<file path="src/design/v_plotter_dual_stepper_mover_unit_assert.svh">
// ----------------------------------------------------------------------------
// Assertion macros for the plotter mover unit.
// Same-cycle and next-cycle implication checks, both disabled during reset.
// ----------------------------------------------------------------------------
`ifndef V_PLOTTER_DUAL_STEPPER_MOVER_UNIT_ASSERT_SVH
`define V_PLOTTER_DUAL_STEPPER_MOVER_UNIT_ASSERT_SVH

// Consequent must hold in the same cycle as the antecedent.
`define VPDSM_ASSERT_NOW(label, clk, rst, ante, cons, msg) \
   label: assert property (@(posedge clk) disable iff (rst) (ante) |-> (cons)) \
      else $error(msg);

// Consequent must hold in the cycle after the antecedent.
`define VPDSM_ASSERT_NEXT(label, clk, rst, ante, cons, msg) \
   label: assert property (@(posedge clk) disable iff (rst) (ante) |=> (cons)) \
      else $error(msg);

`endif

</file>
<file path="src/design/vpdsm_pkg.sv">
// ----------------------------------------------------------------------------
// vpdsm_pkg
// Shared types, widths and codes of the two-belt plotter mover.
// ----------------------------------------------------------------------------
`timescale 1ns / 1ps

package vpdsm_pkg;

   localparam int LENGTH_BITS   = 24;
   localparam int WAIT_BITS     = LENGTH_BITS + 16;
   localparam int DIVD_BITS     = WAIT_BITS + 1;
   localparam int DIV_CNT_BITS  = $clog2(DIVD_BITS);
   localparam int COORD_BITS    = 18;
   localparam int MAG_BITS      = 17;
   localparam int SQR_BITS      = 34;
   localparam int RAD_BITS      = 35;
   localparam int ROOT_BITS     = 18;
   localparam int SCALE_BITS    = 34;
   localparam int ROOT_ITERS    = 18;
   localparam int ROOT_CNT_BITS = 5;

   // Action codes
   localparam logic [1:0] ACT_TICK = 2'd0;
   localparam logic [1:0] ACT_MOVE = 2'd1;
   localparam logic [1:0] ACT_SETP = 2'd2;
   localparam logic [1:0] ACT_NONE = 2'd3;

   // Register indexes
   localparam logic [2:0] CSR_SPAN         = 3'd0;
   localparam logic [2:0] CSR_SHEET_LEFT   = 3'd1;
   localparam logic [2:0] CSR_SHEET_BOTTOM = 3'd2;
   localparam logic [2:0] CSR_STEPS_UNIT   = 3'd3;
   localparam logic [2:0] CSR_STEP_DELAY   = 3'd4;
   localparam logic [2:0] CSR_LEFT_PULL    = 3'd5;
   localparam logic [2:0] CSR_RIGHT_PULL   = 3'd6;

   typedef struct packed {
      logic [1:0]         action;
      logic signed [15:0] target_x;
      logic signed [15:0] target_y;
   } req_type;

   typedef struct packed {
      logic left_step_pin;
      logic left_dir_pin;
      logic right_step_pin;
      logic right_dir_pin;
      logic left_pulse;
      logic right_pulse;
      logic busy_res;
      logic rejected;
   } rsp_type;

   typedef struct packed {
      logic [15:0] span;
      logic [15:0] sheet_left;
      logic [15:0] sheet_bottom;
      logic [15:0] steps_per_unit;
      logic [15:0] step_delay_ticks;
      logic        left_pull_level;
      logic        right_pull_level;
   } cfg_type;

   // Classified command: action plus the belt geometry offsets
   typedef struct packed {
      logic [1:0]                   kind;
      logic signed [COORD_BITS-1:0] h_left;
      logic signed [COORD_BITS-1:0] h_right;
      logic signed [COORD_BITS-1:0] v_off;
   } item_type;

endpackage

</file>
<file path="src/design/vpdsm_front.sv">
// ----------------------------------------------------------------------------
// vpdsm_front
// Accepts command words, works out belt offsets and queues them (two deep).
// ----------------------------------------------------------------------------
`timescale 1ns / 1ps

`include "v_plotter_dual_stepper_mover_unit_assert.svh"

module vpdsm_front (
   input  logic                clock,
   input  logic                reset,
   input  vpdsm_pkg::cfg_type  cfg,
   input  logic                req_valid,
   output logic                req_stall,
   input  vpdsm_pkg::req_type  req_data,
   output logic                q_valid,
   output vpdsm_pkg::item_type q_item,
   input  logic                q_pop
);
   import vpdsm_pkg::*;

   item_type   slot_ff [2];
   logic       wr_ptr_ff, wr_ptr_in;
   logic       rd_ptr_ff, rd_ptr_in;
   logic [1:0] count_ff, count_in;
   logic       push;
   item_type   item_new;

   assign req_stall = (count_ff == 2'd2);
   assign push      = req_valid && !req_stall;
   assign q_valid   = (count_ff != 2'd0);
   assign q_item    = slot_ff[rd_ptr_ff];

   // Classify and precompute h and v for both belts
   always_comb begin
      item_new.kind    = req_data.action;
      item_new.h_left  = COORD_BITS'($signed({2'b00, cfg.sheet_left}))
                       + COORD_BITS'(req_data.target_x);
      item_new.h_right = COORD_BITS'($signed({2'b00, cfg.span}))
                       - COORD_BITS'($signed({2'b00, cfg.sheet_left}))
                       - COORD_BITS'(req_data.target_x);
      item_new.v_off   = COORD_BITS'($signed({2'b00, cfg.sheet_bottom}))
                       - COORD_BITS'(req_data.target_y);
   end

   always_comb begin
      wr_ptr_in = push  ? !wr_ptr_ff : wr_ptr_ff;
      rd_ptr_in = q_pop ? !rd_ptr_ff : rd_ptr_ff;
      count_in  = count_ff + {1'b0, push} - {1'b0, q_pop};
   end

   always_ff @(posedge clock) begin
      if (reset) begin
         wr_ptr_ff <= 1'b0;
         rd_ptr_ff <= 1'b0;
         count_ff  <= 2'd0;
      end else begin
         wr_ptr_ff <= wr_ptr_in;
         rd_ptr_ff <= rd_ptr_in;
         count_ff  <= count_in;
      end
   end

   always_ff @(posedge clock) begin
      if (push) begin
         slot_ff[wr_ptr_ff] <= item_new;
      end
   end

   `VPDSM_ASSERT_NOW(a_pop_not_empty, clock, reset, q_pop, count_ff != 2'd0,
      "pop from empty queue")
   `VPDSM_ASSERT_NEXT(a_fill_grows, clock, reset, push && !q_pop,
      count_ff == $past(count_ff) + 2'd1, "queue count did not grow on push")
   `VPDSM_ASSERT_NEXT(a_drain_shrinks, clock, reset, q_pop && !push,
      count_ff == $past(count_ff) - 2'd1, "queue count did not shrink on pop")

endmodule

</file>
<file path="config.mk">
export PLATFORM = sky130hd
export DESIGN_NAME = vpdsm_front
export DESIGN_NICKNAME = d
export VERILOG_FILES = /design/src/design/vpdsm_pkg.sv /design/src/design/vpdsm_front.sv
export VERILOG_INCLUDE_DIRS = /design/src /design/src/design
export SDC_FILE = /design/constraint.sdc
export NUM_CORES = 1
export LEC_CHECK = 0
export ABC_AREA = 1
export BUFFER_PORTS_ARGS = -buffer_cell sky130_fd_sc_hd__buf_2
export CORE_MARGIN = 5
export CORE_UTILIZATION = 56
export DETAILED_ROUTE_END_ITERATION = 8
export PLACE_DENSITY = 0.82
export SETUP_SLACK_MARGIN = 0.5
export SKIP_LAST_GASP = 1
export SLEW_MARGIN = 20
export SYNTH_ARGS = -nofsm -noshare
export SYNTH_HDL_FRONTEND = slang
export SYNTH_SLANG_ARGS = --single-unit
</file>
<file path="constraint.sdc">
create_clock -name clock -period 3.75 [get_ports clock]
set_input_delay 0.1875 -clock clock [delete_from_list [all_inputs] [get_ports clock]]
set_output_delay 0.1875 -clock clock [all_outputs]
set_load 0.01 [all_outputs]
</file>
Yosys cells after proc, flatten, opt, wreduce, memory -nomap -nowiden
Memories as Yosys holds them, arrays and structs flattened. A register that Yosys moved wholly into a read port is not among the register bits. Index checks and enable logic that the tools add are counted.

Magnitude comparators: 0. Multiplexer cells: 4. Divide/modulo/power cells: 0. Reductions and logical operators: 5. Multipliers: 0. Add/subtract/negate cells: 6. Shift-type cells: 0. Bitwise gates (word level): 0. Equal/unequal tests: 1.

Operators with widths (number): 17-bit by 16-bit subtractor with 18-bit output (2); 17-bit by 16-bit adder with 18-bit output (1); 16-bit by 16-bit subtractor with 17-bit output (1); 1-bit two-way mux (4); 1-bit zero test (3); 2-bit by 1-bit adder with 2-bit output (1); 2-bit equality test (second input constant) (1); 2-bit nonzero test (1); 2-bit by 1-bit subtractor with 2-bit output (1); 1-bit logical AND (1).

Word-level logic and storage cells: 20. Bits in latches: 0. Register bits after elaboration: 4. Memories kept: 1. Bits in writable memories: 112. Bits of input ports: 120. Memory bits (read-only): 0. Output and inout port bits: 58.

Memory list: slot_ff (depth 2, width 56, read ports 1, clocked after Yosys merged registers in 1, wr ports 1, line vpdsm_front.sv:22) `item_type slot_ff [2];`.

Depth between registers and ports, before layout
Depth in word-level cells: 5. Gate-level depth with buffers: 20. Mapped depth without buffers: 20.

Least setup slack after synthesis
Ideal clock, no wire load.

Kind: register to register. From: register count_ff[1]. To: memory slot_ff[1][0] (netlist bit), enable pin. Slack: 403 ps. Stages on the path, launching flop included: 4. Setup time: 472 ps. Buffers on the path: 0. Arrival time: 2876 ps. Required time: 3278 ps. Clock period less this slack: 3347 ps. Cell sequence: dfxtp_1 > inv_1 > o21ai_1 > nor2_1.

Cells in the longest elaborated chain, start to end: 5.

Ends and longest elaborated chain: from (decl) (line vpdsm_front.sv:25) `logic [1:0] count_ff, count_in;`; from (signal assigned) (line vpdsm_front.sv:60) `count_ff <= count_in;`; 2-bit equality test (line vpdsm_front.sv:29) `assign req_stall = (count_ff == 2'd2);`; 1-bit zero test (line vpdsm_front.sv:30) `assign push = req_valid && !req_stall;`; 1-bit logical AND (line vpdsm_front.sv:30); 1-bit two-way mux (line vpdsm_front.sv:65) `if (push) begin`; 1-bit two-way mux (not written as such) (line vpdsm_front.sv:66) `slot_ff[wr_ptr_ff] <= item_new;`; to (decl) (line vpdsm_front.sv:22).

No other way between the ends.

==> impl_metrics.csv <==
group,metric,value,unit
grt,grt_pass1_vias,6601,
layout,antennaDiodeCount,0,
hold_path,min_path_type,"in2reg",
synth,netlist.area_leader.share,0.410,
floorplanning,fp.coreArea,14500,µm²
detailed_routing,vias,6847,
grt,grt.met1_usage,0.282,
clock_tree,clk_path_buf_depth,2,
synth,synthFlopType,"edfxtp_1",
sta,finalCritPeriodShare,0.696,
sta,finClkSkew,0.00734,ns
detailed_routing,wl,19.0,mm
critical_path,arrival,2.75,ns
layout,fillCellCount,1193,
grt,grt_pass1_wl,30.5,mm
floorplanning,die_h,131,µm
power,p_leak,4.84,nW
synth,synth.net_count,1151,
clock_tree,cts_made_buffers,17,
detailed_routing,drt_iter0_drc,389,
grt,gr-usage-met2,0.396,
clock_tree,cts_resized,0,
detailed_routing,drt_pass1_iterations,6,
clock_tree,cts-root-buf,"clkbuf_16",
sta,fin_crit,2.61,ns
synth,yosysWarnings,0,
clock_tree,htreeDepth,4,
synth,ys_seq_area_frac,0.422,
floorplanning,num_io_pins,178,
synth,synth_edf_count,112,
layout,multiInputGateArea,4130,µm²
sta,rsz0062_at_grt,"no",
status,outcome,"completed",
synth,netlist_top_cells_area,"edfxtp_1 (41%), nand2_1 (12%), ha_1 (11%), mux2_2 (7.7%), inv_1 (7.1%)",
power,vdd_drop_max,253,µV
sta,finalSetupTns,0,ns
critical_path,crit_fanout,4,
sta,tightestPinTransition,0.805,ns
job,maxCapViolations,0,
clock_tree,postCtsSetupRepairBufs,0,
synth,ys_ff_latch,117,
floorplanning,die_x,131,µm
clock_tree,cts_tree,"built",
synth,async_flop_share,0,
layout,areaGrowthSynthToFinish,19.0,%
detailed_routing,postRouteAntennaNets,0,
synth,syn_area_per_cell,8.56,µm²
critical_path,cp-end-kind,"flip-flop",
sta,setup-violations-final,0,
layout,drive_above_1_share,0.229,
placed_design,place_congestion,0.924,
grt,track_usage,0.228,
layout,final_net_count,1314,
critical_path,cp-start-kind,"input pin",
clock_tree,insertion_delay,0.41,ns
sta,maxSlewViolCount,0,
grt,grt.busiest_layer,"met2",
synth,synth_area_leader_cell,"edfxtp_1",
critical_path,required,3.89,ns
synth,synth_cell_types,33,
placed_design,place_hpwl,14.8,mm
detailed_routing,vias_per_cell,5.19,
detailed_routing,wl_per_cell,14.4,µm
clock_tree,path_clk_slew,0.05,ns
layout,seqCellArea,3460,µm²
sta,final_hold_viol_count,0,
grt,grt_antenna_before_repair,0,
floorplanning,rows,44,
detailed_routing,post-route-drc-count,0,
clock_tree,clock-sinks,117,
grt,met3_usage,0.0447,
sta,maxSlewHeadroom,0.463,
synth,syn_area,8200,µm²
power,p_total,4.69,mW
placed_design,portBuffers,143,
sta,fmax,383,MHz
grt,grt_start_max_net_pins,58,
floorplanning,die_area,17200,µm²
critical_path,worst-setup-path-type,"in2reg",
synth,synthCells,958,
floorplanning,start_util,0.567,
power,powerDensity,481,nW/µm²
grt,gr-total-overflow,0,
[cell type report]
class,count,area share
multi-input combinational,680,0.424
sequential,117,0.355
timing repair buffer,150,0.0795
inverter,155,0.0596
clock buffer,20,0.0513
tap,184,0.0236
clock inverter,12,0.00756
[routing by layer]
metal,vias up,share of wire
li1,3489,-
met1,3123,0.42
met2,209,0.48
met3,26,0.073
met4,0,0.018
met5,-,0
[cell families after synthesis]
family / synth area share
flip-flops: 0.422
adder cells (fa/ha/maj): 0.115
buffers and inverters: 0.0758
multiplexers: 0.0769
AND/OR/NAND/NOR: 0.214
XOR/XNOR: 0.0342
AO/OA/AOI/OAI: 0.0625
[final timing paths]
check | start | endpoint | slack [ns] | cells after the start
setup reg to reg | count_ff[1] | count_ff[1] | 1.93 | 8
hold reg to reg | rd_ptr_ff | flip-flop | 0.51 | 2
hold / removal | q_pop | flip-flop | 0.05 | 3
setup / recovery | cfg[50] | slot_ff[0][35] | 1.14 | 18
[flip-flops by register name (all words and copies together) (netlist names), named ones only]
signal / count
count_ff: 2
wr_ptr_ff: 1
rd_ptr_ff: 1
slot_ff: 112
[synth_stat cells (2+ instances only)]
library cell	instances
nand2_2	10
xor2_1	23
fa_1	4
dfxtp_1	5
o21ai_0	23
and2_1	3
nand2_1	262
edfxtp_1	112
nand4_1	4
o21bai_1	4
inv_1	155
nand3_2	3
xnor2_1	9
buf_4	4
buf_2	2
mux2_2	56
a21oi_1	57
a21oi_2	3
nor3b_1	2
nand3_1	46
ha_1	69
o21ai_2	3
o21ai_1	3
nor2_1	78
nor3_1	10
[per-stage QoR]
step | utilization | instance area (µm²) | hold slack, ns | cells | worst slack (ns)
final | 0.674 | 9760 | 0.0546 | 1318 | 1.14
after global routing | 0.674 | 9760 | 0.0635 | 1318 | 0.863
after CTS | 0.674 | 9760 | 0.0472 | 1318 | 1.17
after detailed placement | 0.632 | 9160 | 0.382 | 1283 | 0.747
after global placement | 0.632 | 9160 | 0.376 | 1283 | 0.810
after floorplan | - | 8210 | 0.259 | 958 | 1.14
[worst max-delay path, cell delays in order]
cell	delay [ns]
buf_2	0.11
ha_1	0.24
fa_1	0.44
o21ai_2	0.24
nand2_2	0.09
nand2_4	0.08
nand2_2	0.06
nand3_1	0.06
nand2_1	0.06
ha_1	0.34
nand2_1	0.12
inv_1	0.06
a21oi_1	0.19
nand3_2	0.15
nand2_1	0.10
nand2_1	0.05
nand2_1	0.06
nand2_1	0.10
[where the power goes]
group / internal, mW / total (mW) / switching (mW) / leakage (nW)
sequential: 1.72 / 1.76 / 0.0409 / 1.09
clock: 0.952 / 1.52 / 0.565 / 0.279
combinational: 0.548 / 1.41 / 0.866 / 3.47
total: 3.22 / 4.69 / 1.47 / 4.84
[cells in the final DEF, fill, tap and decap left out, types with 3 or more instances in the layout]
cell           count
dfxtp_1            4
nand4_1            4
o21ai_1            3
xor2_1            23
clkinv_2           7
nand2_1          262
clkbuf_16         20
edfxtp_1         112
nand3_2            3
xnor2_1            9
nor3_1            10
a21oi_1           57
nand3_1           46
buf_4              4
o21ai_2            3
dlygate4sd3_1      3
buf_2            143
a21oi_2            3
and2_1             3
ha_1              69
o21ai_0           23
inv_1            155
mux2_2            56
nor2_1            76
clkinvlp_4         4
nand2_2           10
fa_1               4
o21bai_1           4
[timing repair]
| action | in CTS | in global routing |
|---|---|---|
| hold buffers | 3 | 0 |
| endpoints found under the hold margin | 9 | 0 |
| endpoints found under the setup margin | 0 | 0 |
Note: power is estimated with default switching activity, not from simulation.
