<file path="src/design/v_plotter_dual_stepper_mover_unit_assert.svh">
// ----------------------------------------------------------------------------
// Assertion macros for the plotter mover unit.
// Same-cycle and next-cycle implication checks, both disabled during reset.
// ----------------------------------------------------------------------------
`ifndef V_PLOTTER_DUAL_STEPPER_MOVER_UNIT_ASSERT_SVH
`define V_PLOTTER_DUAL_STEPPER_MOVER_UNIT_ASSERT_SVH

// Consequent must hold in the same cycle as the antecedent.
`define VPDSM_ASSERT_NOW(label, clk, rst, ante, cons, msg) \
   label: assert property (@(posedge clk) disable iff (rst) (ante) |-> (cons)) \
      else $error(msg);

// Consequent must hold in the cycle after the antecedent.
`define VPDSM_ASSERT_NEXT(label, clk, rst, ante, cons, msg) \
   label: assert property (@(posedge clk) disable iff (rst) (ante) |=> (cons)) \
      else $error(msg);

`endif

</file>
<file path="src/design/vpdsm_pkg.sv">
// ----------------------------------------------------------------------------
// vpdsm_pkg
// Shared types, widths and codes of the two-belt plotter mover.
// ----------------------------------------------------------------------------
`timescale 1ns / 1ps

package vpdsm_pkg;

   localparam int LENGTH_BITS   = 24;
   localparam int WAIT_BITS     = LENGTH_BITS + 16;
   localparam int DIVD_BITS     = WAIT_BITS + 1;
   localparam int DIV_CNT_BITS  = $clog2(DIVD_BITS);
   localparam int COORD_BITS    = 18;
   localparam int MAG_BITS      = 17;
   localparam int SQR_BITS      = 34;
   localparam int RAD_BITS      = 35;
   localparam int ROOT_BITS     = 18;
   localparam int SCALE_BITS    = 34;
   localparam int ROOT_ITERS    = 18;
   localparam int ROOT_CNT_BITS = 5;

   // Action codes
   localparam logic [1:0] ACT_TICK = 2'd0;
   localparam logic [1:0] ACT_MOVE = 2'd1;
   localparam logic [1:0] ACT_SETP = 2'd2;
   localparam logic [1:0] ACT_NONE = 2'd3;

   // Register indexes
   localparam logic [2:0] CSR_SPAN         = 3'd0;
   localparam logic [2:0] CSR_SHEET_LEFT   = 3'd1;
   localparam logic [2:0] CSR_SHEET_BOTTOM = 3'd2;
   localparam logic [2:0] CSR_STEPS_UNIT   = 3'd3;
   localparam logic [2:0] CSR_STEP_DELAY   = 3'd4;
   localparam logic [2:0] CSR_LEFT_PULL    = 3'd5;
   localparam logic [2:0] CSR_RIGHT_PULL   = 3'd6;

   typedef struct packed {
      logic [1:0]         action;
      logic signed [15:0] target_x;
      logic signed [15:0] target_y;
   } req_type;

   typedef struct packed {
      logic left_step_pin;
      logic left_dir_pin;
      logic right_step_pin;
      logic right_dir_pin;
      logic left_pulse;
      logic right_pulse;
      logic busy_res;
      logic rejected;
   } rsp_type;

   typedef struct packed {
      logic [15:0] span;
      logic [15:0] sheet_left;
      logic [15:0] sheet_bottom;
      logic [15:0] steps_per_unit;
      logic [15:0] step_delay_ticks;
      logic        left_pull_level;
      logic        right_pull_level;
   } cfg_type;

   // Classified command: action plus the belt geometry offsets
   typedef struct packed {
      logic [1:0]                   kind;
      logic signed [COORD_BITS-1:0] h_left;
      logic signed [COORD_BITS-1:0] h_right;
      logic signed [COORD_BITS-1:0] v_off;
   } item_type;

endpackage

</file>
<file path="src/design/vpdsm_back.sv">
// ----------------------------------------------------------------------------
// vpdsm_back
// Executes queued commands: ticks, belt length solve, step plan, result word.
// ----------------------------------------------------------------------------
`timescale 1ns / 1ps

`include "v_plotter_dual_stepper_mover_unit_assert.svh"

module vpdsm_back (
   input  logic                clock,
   input  logic                reset,
   input  vpdsm_pkg::cfg_type  cfg,
   input  logic                q_valid,
   input  vpdsm_pkg::item_type q_item,
   output logic                q_pop,
   output logic                rsp_valid,
   input  logic                rsp_stall,
   output vpdsm_pkg::rsp_type  rsp_data
);
   import vpdsm_pkg::*;

   localparam logic [3:0] ST_IDLE  = 4'd0;
   localparam logic [3:0] ST_SQR   = 4'd1;
   localparam logic [3:0] ST_SUM   = 4'd2;
   localparam logic [3:0] ST_ROOT  = 4'd3;
   localparam logic [3:0] ST_SCALE = 4'd4;
   localparam logic [3:0] ST_APPLY = 4'd5;
   localparam logic [3:0] ST_MUL   = 4'd6;
   localparam logic [3:0] ST_DIVI  = 4'd7;
   localparam logic [3:0] ST_DIV   = 4'd8;
   localparam logic [3:0] ST_FIN   = 4'd9;

   logic [3:0]             state_ff, state_in;
   item_type               cmd_ff, cmd_in;
   logic                   axis_ff, axis_in;
   logic [SQR_BITS-1:0]    hh_ff, hh_in, vv_ff, vv_in;
   logic [RAD_BITS-1:0]    rad_ff, rad_in;
   logic [RAD_BITS:0]      root_ff, root_in, bit_ff, bit_in;
   logic [ROOT_CNT_BITS-1:0] rcnt_ff, rcnt_in;
   logic [LENGTH_BITS-1:0] lt_ff, lt_in, rt_ff, rt_in;
   logic                   major_left_ff, major_left_in;
   logic [LENGTH_BITS-1:0] nmin_ff, nmin_in;
   logic [WAIT_BITS-1:0]   mprod_ff, mprod_in;
   logic [DIVD_BITS-1:0]   quo_ff, quo_in;
   logic [LENGTH_BITS-1:0] rem_ff, rem_in;
   logic [DIV_CNT_BITS-1:0] dcnt_ff, dcnt_in;

   logic [LENGTH_BITS-1:0] left_len_ff, left_len_in, right_len_ff, right_len_in;
   logic [LENGTH_BITS-1:0] left_todo_ff, left_todo_in, right_todo_ff, right_todo_in;
   logic [WAIT_BITS-1:0]   left_wait_ff, left_wait_in, right_wait_ff, right_wait_in;
   logic [WAIT_BITS-1:0]   left_el_ff, left_el_in, right_el_ff, right_el_in;
   logic                   left_pull_ff, left_pull_in, right_pull_ff, right_pull_in;

   logic                   out_valid_ff, out_valid_in;
   rsp_type                out_data_ff, out_data_in;

   logic                   out_free, busy, out_load, lp, rp, rej;
   logic [WAIT_BITS-1:0]   left_e1, right_e1;
   logic signed [COORD_BITS-1:0] h_sel;
   logic [MAG_BITS-1:0]    ah, av;
   logic [RAD_BITS:0]      trial;
   logic [SCALE_BITS-1:0]  scaled;
   logic signed [LENGTH_BITS:0] dl, dr;
   logic [LENGTH_BITS-1:0] nmax;
   logic [LENGTH_BITS:0]   rem_sh;

   assign out_free  = !out_valid_ff || !rsp_stall;
   assign busy      = (left_todo_ff != '0) || (right_todo_ff != '0);
   assign rsp_valid = out_valid_ff;
   assign rsp_data  = out_data_ff;
   assign q_pop     = (state_ff == ST_IDLE) && q_valid && out_free;

   assign left_e1  = left_el_ff + WAIT_BITS'(1);
   assign right_e1 = right_el_ff + WAIT_BITS'(1);
   assign h_sel    = axis_ff ? cmd_ff.h_right : cmd_ff.h_left;
   assign ah       = MAG_BITS'(h_sel[COORD_BITS-1] ? -h_sel : h_sel);
   assign av       = MAG_BITS'(cmd_ff.v_off[COORD_BITS-1] ? -cmd_ff.v_off : cmd_ff.v_off);
   assign trial    = root_ff + bit_ff;
   assign scaled   = root_ff[ROOT_BITS-1:0] * cfg.steps_per_unit;
   assign dl       = $signed({1'b0, lt_ff}) - $signed({1'b0, left_len_ff});
   assign dr       = $signed({1'b0, rt_ff}) - $signed({1'b0, right_len_ff});
   assign nmax     = (left_todo_ff > right_todo_ff) ? left_todo_ff : right_todo_ff;
   assign rem_sh   = {rem_ff, quo_ff[DIVD_BITS-1]};

   always_comb begin
      state_in       = state_ff;
      cmd_in         = cmd_ff;
      axis_in        = axis_ff;
      hh_in          = hh_ff;
      vv_in          = vv_ff;
      rad_in         = rad_ff;
      root_in        = root_ff;
      bit_in         = bit_ff;
      rcnt_in        = rcnt_ff;
      lt_in          = lt_ff;
      rt_in          = rt_ff;
      major_left_in  = major_left_ff;
      nmin_in        = nmin_ff;
      mprod_in       = mprod_ff;
      quo_in         = quo_ff;
      rem_in         = rem_ff;
      dcnt_in        = dcnt_ff;
      left_len_in    = left_len_ff;
      right_len_in   = right_len_ff;
      left_todo_in   = left_todo_ff;
      right_todo_in  = right_todo_ff;
      left_wait_in   = left_wait_ff;
      right_wait_in  = right_wait_ff;
      left_el_in     = left_el_ff;
      right_el_in    = right_el_ff;
      left_pull_in   = left_pull_ff;
      right_pull_in  = right_pull_ff;
      out_load       = 1'b0;
      lp             = 1'b0;
      rp             = 1'b0;
      rej            = 1'b0;

      case (state_ff)
         ST_IDLE: begin
            if (q_pop) begin
               case (q_item.kind)
                  ACT_TICK: begin
                     out_load = 1'b1;
                     if (left_todo_ff != '0) begin
                        if (left_e1 >= left_wait_ff) begin
                           lp           = 1'b1;
                           left_el_in   = '0;
                           left_todo_in = left_todo_ff - LENGTH_BITS'(1);
                           left_len_in  = left_pull_ff ? left_len_ff - LENGTH_BITS'(1)
                                                       : left_len_ff + LENGTH_BITS'(1);
                        end else begin
                           left_el_in = left_e1;
                        end
                     end
                     if (right_todo_ff != '0) begin
                        if (right_e1 >= right_wait_ff) begin
                           rp            = 1'b1;
                           right_el_in   = '0;
                           right_todo_in = right_todo_ff - LENGTH_BITS'(1);
                           right_len_in  = right_pull_ff ? right_len_ff - LENGTH_BITS'(1)
                                                         : right_len_ff + LENGTH_BITS'(1);
                        end else begin
                           right_el_in = right_e1;
                        end
                     end
                  end
                  ACT_MOVE, ACT_SETP: begin
                     if (busy) begin
                        out_load = 1'b1;
                        rej      = 1'b1;
                     end else begin
                        cmd_in   = q_item;
                        axis_in  = 1'b0;
                        state_in = ST_SQR;
                     end
                  end
                  default: begin
                     out_load = 1'b1;
                  end
               endcase
            end
         end
         ST_SQR: begin
            hh_in    = ah * ah;
            vv_in    = av * av;
            state_in = ST_SUM;
         end
         ST_SUM: begin
            rad_in   = {1'b0, hh_ff} + {1'b0, vv_ff};
            root_in  = '0;
            bit_in   = (RAD_BITS+1)'(1) << (2 * (ROOT_ITERS - 1));
            rcnt_in  = '0;
            state_in = ST_ROOT;
         end
         ST_ROOT: begin
            // One result bit per cycle
            if ({1'b0, rad_ff} >= trial) begin
               rad_in  = RAD_BITS'({1'b0, rad_ff} - trial);
               root_in = (root_ff >> 1) + bit_ff;
            end else begin
               root_in = root_ff >> 1;
            end
            bit_in  = bit_ff >> 2;
            rcnt_in = rcnt_ff + ROOT_CNT_BITS'(1);
            if (rcnt_ff == ROOT_CNT_BITS'(ROOT_ITERS - 1)) begin
               state_in = ST_SCALE;
            end
         end
         ST_SCALE: begin
            if (axis_ff) begin
               rt_in    = LENGTH_BITS'(scaled >> 16);
               state_in = ST_APPLY;
            end else begin
               lt_in    = LENGTH_BITS'(scaled >> 16);
               axis_in  = 1'b1;
               state_in = ST_SQR;
            end
         end
         ST_APPLY: begin
            if (cmd_ff.kind == ACT_SETP) begin
               left_len_in  = lt_ff;
               right_len_in = rt_ff;
               state_in     = ST_FIN;
            end else begin
               left_pull_in  = dl[LENGTH_BITS];
               right_pull_in = dr[LENGTH_BITS];
               left_todo_in  = LENGTH_BITS'(dl[LENGTH_BITS] ? -dl : dl);
               right_todo_in = LENGTH_BITS'(dr[LENGTH_BITS] ? -dr : dr);
               left_el_in    = '0;
               right_el_in   = '0;
               state_in      = ST_MUL;
            end
         end
         ST_MUL: begin
            major_left_in = left_todo_ff > right_todo_ff;
            nmin_in       = (left_todo_ff > right_todo_ff) ? right_todo_ff : left_todo_ff;
            mprod_in      = cfg.step_delay_ticks * nmax;
            left_wait_in  = WAIT_BITS'(cfg.step_delay_ticks);
            right_wait_in = WAIT_BITS'(cfg.step_delay_ticks);
            // Minor axis idle: both waits are the plain delay
            if (((left_todo_ff > right_todo_ff) ? right_todo_ff : left_todo_ff) == '0) begin
               state_in = ST_FIN;
            end else begin
               state_in = ST_DIVI;
            end
         end
         ST_DIVI: begin
            quo_in   = {1'b0, mprod_ff} + DIVD_BITS'(nmin_ff) - DIVD_BITS'(1);
            rem_in   = '0;
            dcnt_in  = '0;
            state_in = ST_DIV;
         end
         ST_DIV: begin
            // Restoring divide, one quotient bit per cycle
            if (rem_sh >= {1'b0, nmin_ff}) begin
               rem_in = LENGTH_BITS'(rem_sh - {1'b0, nmin_ff});
               quo_in = {quo_ff[DIVD_BITS-2:0], 1'b1};
            end else begin
               rem_in = LENGTH_BITS'(rem_sh);
               quo_in = {quo_ff[DIVD_BITS-2:0], 1'b0};
            end
            dcnt_in = dcnt_ff + DIV_CNT_BITS'(1);
            if (dcnt_ff == DIV_CNT_BITS'(DIVD_BITS - 1)) begin
               if (major_left_ff) begin
                  right_wait_in = quo_in[WAIT_BITS-1:0];
               end else begin
                  left_wait_in = quo_in[WAIT_BITS-1:0];
               end
               state_in = ST_FIN;
            end
         end
         ST_FIN: begin
            if (out_free) begin
               out_load = 1'b1;
               state_in = ST_IDLE;
            end
         end
         default: begin
            state_in = ST_IDLE;
         end
      endcase

      out_data_in.left_step_pin  = left_len_in[0];
      out_data_in.left_dir_pin   = left_pull_in ? cfg.left_pull_level : !cfg.left_pull_level;
      out_data_in.right_step_pin = right_len_in[0];
      out_data_in.right_dir_pin  = right_pull_in ? cfg.right_pull_level
                                                 : !cfg.right_pull_level;
      out_data_in.left_pulse     = lp;
      out_data_in.right_pulse    = rp;
      out_data_in.busy_res       = (left_todo_in != '0) || (right_todo_in != '0);
      out_data_in.rejected       = rej;

      if (out_load) begin
         out_valid_in = 1'b1;
      end else if (!rsp_stall) begin
         out_valid_in = 1'b0;
      end else begin
         out_valid_in = out_valid_ff;
      end
   end

   always_ff @(posedge clock) begin
      if (reset) begin
         state_ff      <= ST_IDLE;
         out_valid_ff  <= 1'b0;
         left_len_ff   <= '0;
         right_len_ff  <= '0;
         left_todo_ff  <= '0;
         right_todo_ff <= '0;
         left_wait_ff  <= '0;
         right_wait_ff <= '0;
         left_el_ff    <= '0;
         right_el_ff   <= '0;
         left_pull_ff  <= 1'b0;
         right_pull_ff <= 1'b0;
      end else begin
         state_ff      <= state_in;
         out_valid_ff  <= out_valid_in;
         left_len_ff   <= left_len_in;
         right_len_ff  <= right_len_in;
         left_todo_ff  <= left_todo_in;
         right_todo_ff <= right_todo_in;
         left_wait_ff  <= left_wait_in;
         right_wait_ff <= right_wait_in;
         left_el_ff    <= left_el_in;
         right_el_ff   <= right_el_in;
         left_pull_ff  <= left_pull_in;
         right_pull_ff <= right_pull_in;
      end
   end

   always_ff @(posedge clock) begin
      cmd_ff        <= cmd_in;
      axis_ff       <= axis_in;
      hh_ff         <= hh_in;
      vv_ff         <= vv_in;
      rad_ff        <= rad_in;
      root_ff       <= root_in;
      bit_ff        <= bit_in;
      rcnt_ff       <= rcnt_in;
      lt_ff         <= lt_in;
      rt_ff         <= rt_in;
      major_left_ff <= major_left_in;
      nmin_ff       <= nmin_in;
      mprod_ff      <= mprod_in;
      quo_ff        <= quo_in;
      rem_ff        <= rem_in;
      dcnt_ff       <= dcnt_in;
      if (out_load) begin
         out_data_ff <= out_data_in;
      end
   end

   `VPDSM_ASSERT_NOW(a_no_pop_while_working, clock, reset, state_ff != ST_IDLE,
      !q_pop, "command popped while a solve is in progress")
   `VPDSM_ASSERT_NEXT(a_busy_rejects, clock, reset,
      q_pop && busy && (q_item.kind == ACT_MOVE || q_item.kind == ACT_SETP),
      out_valid_ff && out_data_ff.rejected, "busy command was not rejected")
   `VPDSM_ASSERT_NEXT(a_fin_returns, clock, reset, state_ff == ST_FIN && out_free,
      state_ff == ST_IDLE && out_valid_ff, "finished command gave no result")

endmodule

</file>
<file path="config.mk">
export PLATFORM = sky130hd
export DESIGN_NAME = vpdsm_back
export DESIGN_NICKNAME = d
export VERILOG_FILES = /design/src/design/vpdsm_pkg.sv /design/src/design/vpdsm_back.sv
export VERILOG_INCLUDE_DIRS = /design/src /design/src/design
export SDC_FILE = /design/constraint.sdc
export NUM_CORES = 2
export LEC_CHECK = 0
export ABC_AREA = 1
export BUFFER_PORTS_ARGS = -buffer_cell sky130_fd_sc_hd__buf_2
export CAP_MARGIN = 10
export CORE_AREA = 3 3 503 505
export DETAILED_ROUTE_END_ITERATION = 8
export DIE_AREA = 0 0 506 508
export PLACE_DENSITY = 0.46
export SLEW_MARGIN = 20
export SYNTH_ARGS = -nofsm -noshare
export SYNTH_HDL_FRONTEND = slang
export SYNTH_SLANG_ARGS = --single-unit
</file>
<file path="constraint.sdc">
create_clock -name clock -period 11.85 [get_ports clock]
set_input_delay 0.5925 -clock clock [delete_from_list [all_inputs] [get_ports clock]]
set_output_delay 0.5925 -clock clock [all_outputs]
set_load 0.02 [all_outputs]
</file>
== Yosys cells after proc, flatten, opt, wreduce, memory -nomap -nowiden ==
Index checks and enable logic that the tools add are counted.
W data, S select, Z words.

* Register bits: 680
* Input port bits: 142
* Output and inout bits: 10
* Word-level logic and storage cells: 233

* Add/sub/neg operators: 23
* Multiply operators: 4
* Order comparisons: 5
* Equal/unequal tests: 31
* Multiplexer cells: 90
* Bitwise logic cells: 2
* Reduce and logical (&&, ||, !) cells: 37

{| class="wikitable"
|+ Operators by type and width
! cell !! number
|-
| $mux W24 || 27
|-
| $mux W40 || 13
|-
| $pmux W40 S2 || 4
|-
| $pmux W24 S2 || 5
|-
| $pmux W36 S2 || 2
|-
| $reduce_bool A24 Y1 || 4
|-
| $sub A24 B1 Y24 const B || 4
|-
| $pmux W41 S2 || 1
|-
| $add A40 B1 Y40 const B || 2
|-
| $ge A40 B40 Y1 || 2
|-
| $pmux W35 S2 || 1
|-
| $mul A17 B17 Y34 || 2
|-
| $sub A18 B24 Y25 || 2
|-
| $add A24 B1 Y24 const B || 2
|-
| $neg A24 Y24 || 2
|-
| $add A40 B24 Y41 || 1
|-
| $sub A41 B1 Y41 const B || 1
|-
| $mul A16 B24 Y40 || 1
|-
| $pmux W4 S10 || 1
|-
| $add A35 B36 Y36 || 1
|-
| $add A36 B36 Y36 || 1
|-
| $ge A35 B36 Y1 || 1
|-
| $mux W36 || 1
|-
| $add A34 B34 Y35 || 1
|-
| other kinds (41) || 110
|}

== Longest topological paths before layout ==
* Depth in word-level cells: 9
* Gate-level depth with buffers: 42

== Worst setup path before layout ==
Ideal clock, no wire load.

* Path type: register -> register
* From: register right_todo_ff[21]
* To: register mprod_ff[33] (data pin)
* Arrival time: 7.621 ns
* Required time: 11.590 ns
* Slack: 3.970 ns
* Cell stages (with the launch flop): 38
* Path buffers: 4
* Period minus slack after synthesis: 7.880 ns
* Cell sequence: dfxtp_1 > clkinv_1 > ha_1 > a21oi_1 > nor2_1 > nor4_1 > nand3_1 > nand2_1 > buf_2 > buf_2 > buf_2 > buf_2 > o21ai_2 > inv_1 > nand2_1 > fa_1 > inv_1 > fa_1 > [... 2 more ...] > inv_1 > fa_1 > fa_1 > inv_1 > fa_1 > inv_1 > ha_1 > a21oi_1 > o21ai_0 > a211oi_1 > o21ai_0 > a21oi_1 > inv_1 > a211oi_1 > o21ai_0 > nand2_1 > nand3_1 > xor2_1

* Cells in the longest elaborated chain, start to end: 3

{| class="wikitable"
|+ Ends and longest elaborated chain
! element !! RTL line !! source
|-
| start: declaration || vpdsm_back.sv:49 || <nowiki>logic [LENGTH_BITS-1:0] left_todo_ff, left_todo_in, right_todo_ff, right_todo_in;</nowiki>
|-
| start signal: assignment || vpdsm_back.sv:302 || <nowiki>right_todo_ff <= right_todo_in;</nowiki>
|-
| $gt A24 B24 Y1 || vpdsm_back.sv:82 || <nowiki>assign nmax = (left_todo_ff > right_todo_ff) ? left_todo_ff : right_todo_ff;</nowiki>
|-
| $mux W24 * || vpdsm_back.sv:82 ||
|-
| $mul A16 B24 Y40 * || vpdsm_back.sv:217 || <nowiki>mprod_in = cfg.step_delay_ticks * nmax;</nowiki>
|-
| end signal: assignment || vpdsm_back.sv:325 || <nowiki>mprod_ff <= mprod_in;</nowiki>
|-
| end: declaration || vpdsm_back.sv:43 || <nowiki>logic [WAIT_BITS-1:0] mprod_ff, mprod_in;</nowiki>
|}

Mark *: on every way between the ends. The rest lies on a longest branch, timed or not.
A chain may end at the register's enable or synchronous reset.

== Worst setup path after layout ==
Ends and elaborated chain as after synthesis.

==> reports/metrics.yaml <==
status: "completed"
final.setup.worst_slack_ns: 1.65
reg2reg_to: "mprod_ff[33]$_DFFE_PN_"
timing_worst_setup_path_type: "register to register"
synth_mux_area_share_pct: 0.0355
holdBufCountCts: 51
drc_errors: 0
rows: 183
dp_slack_ns: 1.78
synthXorXnorAreaFrac_pct: 3.86
maxCapViolCount: 0
setup_viol: 0
vias: 71475
dr.pass1.iters: 6
cts.sinks: 660
nets: 13070
min_path_cells: 1
wl_mm: 261
finalSetupTns_ns: 0
postSynthCellCount: 11167
layout_commonest_cell: "nand2_1"
synthAdderAreaFrac_pct: 33.7
drt-vias-per-instance: 4.89
most-common-layout-cells: "2388 x nand2_1, 2288 x inv_1, 1068 x nor2_1, 918 x fa_1, 811 x ha_1"
grt.overflow.total: 0
cts_root_buf: "clkbuf_16"
cp.arrival_ns: 10.72
grt_max_degree: 85
rsz0062_at_grt: "false"
clock.fmax_mhz: 98.0
synth-edff-count: 397
fin_crit_sh_pct: 86.1
path_common_cell: "inv_1"
final-seq-area_um2: 17200
drtIter0Drc: 5150
slowest_delay_ns: 0.56
tightest_slew_ns: 1.07
core_um2: 249000
multi_input_area_um2: 57600
syn_area_um2: 84600
synthSimpleGateAreaFrac_pct: 20.0
worst_path_max_delay_cell: "nor4_1"
hold_slack_ns: 0.0658
synth_compound_area_share_pct: 10.4
synth-seq-area-share_pct: 20.3
crit_required_ns: 12.36
ant_nets: 0
cp-end-kind: "register"
slew_headroom_pct: 28.2
grt_pass1_vias: 72382
slew_violations: 0
die_x_um: 506
fillers: 26269
cts_buffers: 88
worstSetupStartpointType: "register"
io_buffers: 103
detail_route.wl_per_cell_um: 17.9
syn2layout_area_growth_pct: 9.40
postCtsSetupRepairBufs: 0
clkSlewWorstSetupHoldPaths_ns: 0.06
holdPathEnd: "cmd_ff[27]$_DFFE_PP_"
start_util_pct: 34.0
timing.rr.start: "right_todo_ff[21]$_SDFF_PP0_"
place_congestion: 0.903
hold_path.class: "input pin to register"
cp_max_fo: 38
die_area_um2: 257000
synth_ff_type: "edfxtp_1"
rr_worst_depth: 35
antenna_found_initial: 19
tritoncts: "yes"
hold_viol: 0
grt.total_usage_pct: 20.3
ioPinCount: 152
avgSynthCellArea_um2: 7.58
h-tree-depth: 3
synthDistinctLibCells: 69
synthArstFlopShare_pct: 0
drive_above_1_share_pct: 3.82
yosys_warnings: 0
synth_top_family_by_area: "adder cells"
final_core_util_pct: 37.2
cts_max_path_buffers: 3
skew_ns: 0.0792
hpwl_mm: 210
grt_pass1_wl_mm: 412
hp-start: "q_item[27]"
post_cts_resized: 0
die_h_um: 508
fin_crit_ns: 10.20
reg2reg_setup_slack_ns: 1.65
clock_latency_ns: 0.78
ys_ff_latch: 660
synth_nets: 13038
-- flip-flops by register name, indices dropped and copies added, names as in the netlist, 33 cells and up --
| register | flops |
|---|---|
| cmd_ff | 56 |
| hh_ff | 33 |
| left_el_ff | 40 |
| left_wait_ff | 40 |
| mprod_ff | 40 |
| quo_ff | 41 |
| rad_ff | 35 |
| right_el_ff | 40 |
| right_wait_ff | 40 |
| root_ff | 36 |
| vv_ff | 33 |
-- critical path: cells and delay by family, from the launching register on --
kind                       cells  cell delay, ns
AOI/OAI and AO/OA              9            2.19
adders and majority gates      8            3.82
DFF                            1            0.33
buffers and inverters         10            1.62
xor gates and xnor gates       1            0.15
and+or+nand+nor                7            1.81
-- metal layers --
metal / share of wire [%] / vias to the layer above / track usage [%]
li1: - / 35145 / -
met1: 48 / 34392 / 29.2
met2: 43 / 1680 / 31.6
met3: 6.3 / 256 / 3.63
met4: 2.1 / 2 / 4.51
met5: 0.0054 / - / 0
-- final cells by class --
cell class,instances,area share [%]
timing repair buffer,250,1.93
clock buffer,110,2.60
antenna,2,0.00541
clock inverter,56,0.777
tap,3330,4.50
sequential,660,18.6
multi-input combinational,7883,62.2
inverter,2316,9.39
-- stage by stage --
| step | std cells | cell area (um2) |
|---|---|---|
| final | 14607 | 92600 |
| after global routing | 14607 | 92600 |
| after CTS | 14603 | 92500 |
| after detailed placement | 14386 | 88900 |
| after global placement | 14386 | 88900 |
| after floorplan | 11167 | 84600 |
-- cells by family (layout without fill, tap and decap cells) --
logic type | Yosys count | after routing
other cells | 0 | 2
buf+inv | 2624 | 2732
fa+ha+maj | 1729 | 1729
mux | 3 | 3
flops | 660 | 660
xor+xnor | 373 | 373
compound gates | 1614 | 1614
simple gates | 4164 | 4164
-- cell usage after synthesis, types with 4 or more instances --
cell	number	area [um2]
a211oi_1	13	97.6
a21boi_0	16	120
a21o_1	18	135
a21oi_1	765	3830
a221oi_1	32	280
a22oi_1	5	37.5
a31o_2	4	35.0
a31oi_1	54	338
and2_1	7	43.8
and3_1	4	25.0
buf_1	24	90.1
buf_2	34	170
clkbuf_1	248	931
clkinv_1	18	67.6
dfxtp_1	263	5270
edfxtp_1	397	11900
fa_1	918	18400
ha_1	811	10100
inv_1	2289	8590
inv_2	8	30.0
nand2_1	2390	8970
nand3_1	385	1930
nand3b_1	17	128
nand4_1	114	713
nor2_1	1074	4030
nor3_1	83	415
nor3_2	5	50.1
nor4_1	29	181
o2111ai_1	6	52.6
o211ai_1	28	210
o21a_1	23	173
o21ai_0	557	2790
o21ai_1	14	70.1
o21ai_2	6	52.6
o21bai_1	17	128
o221ai_1	11	96.3
o22ai_1	9	56.3
o31ai_1	20	150
or2_2	30	188
or3_1	5	31.3
xnor2_1	128	1120
xor2_1	245	2150
-- worst max path at each step --
stage / endpoint / cells past startpoint / slack (ns) / startpoint
after floorplan: mprod_ff[33]$_DFFE_PN_ / 37 / 3.97 / right_todo_ff[21]$_SDFF_PP0_
after global placement: mprod_ff[33]$_DFFE_PN_ / 35 / 1.86 / right_todo_ff[21]$_SDFF_PP0_
after detailed placement: mprod_ff[33]$_DFFE_PN_ / 35 / 1.78 / right_todo_ff[21]$_SDFF_PP0_
after CTS: mprod_ff[33]$_DFFE_PN_ / 35 / 1.70 / right_todo_ff[21]$_SDFF_PP0_
after global routing: mprod_ff[33]$_DFFE_PN_ / 35 / 0.94 / right_todo_ff[21]$_SDFF_PP0_
final: mprod_ff[33]$_DFFE_PN_ / 35 / 1.65 / right_todo_ff[21]$_SDFF_PP0_
Power is left out: the tool's default activity adds up to more than one toggle a clock period on the data nets, which glitch-free logic cannot reach.
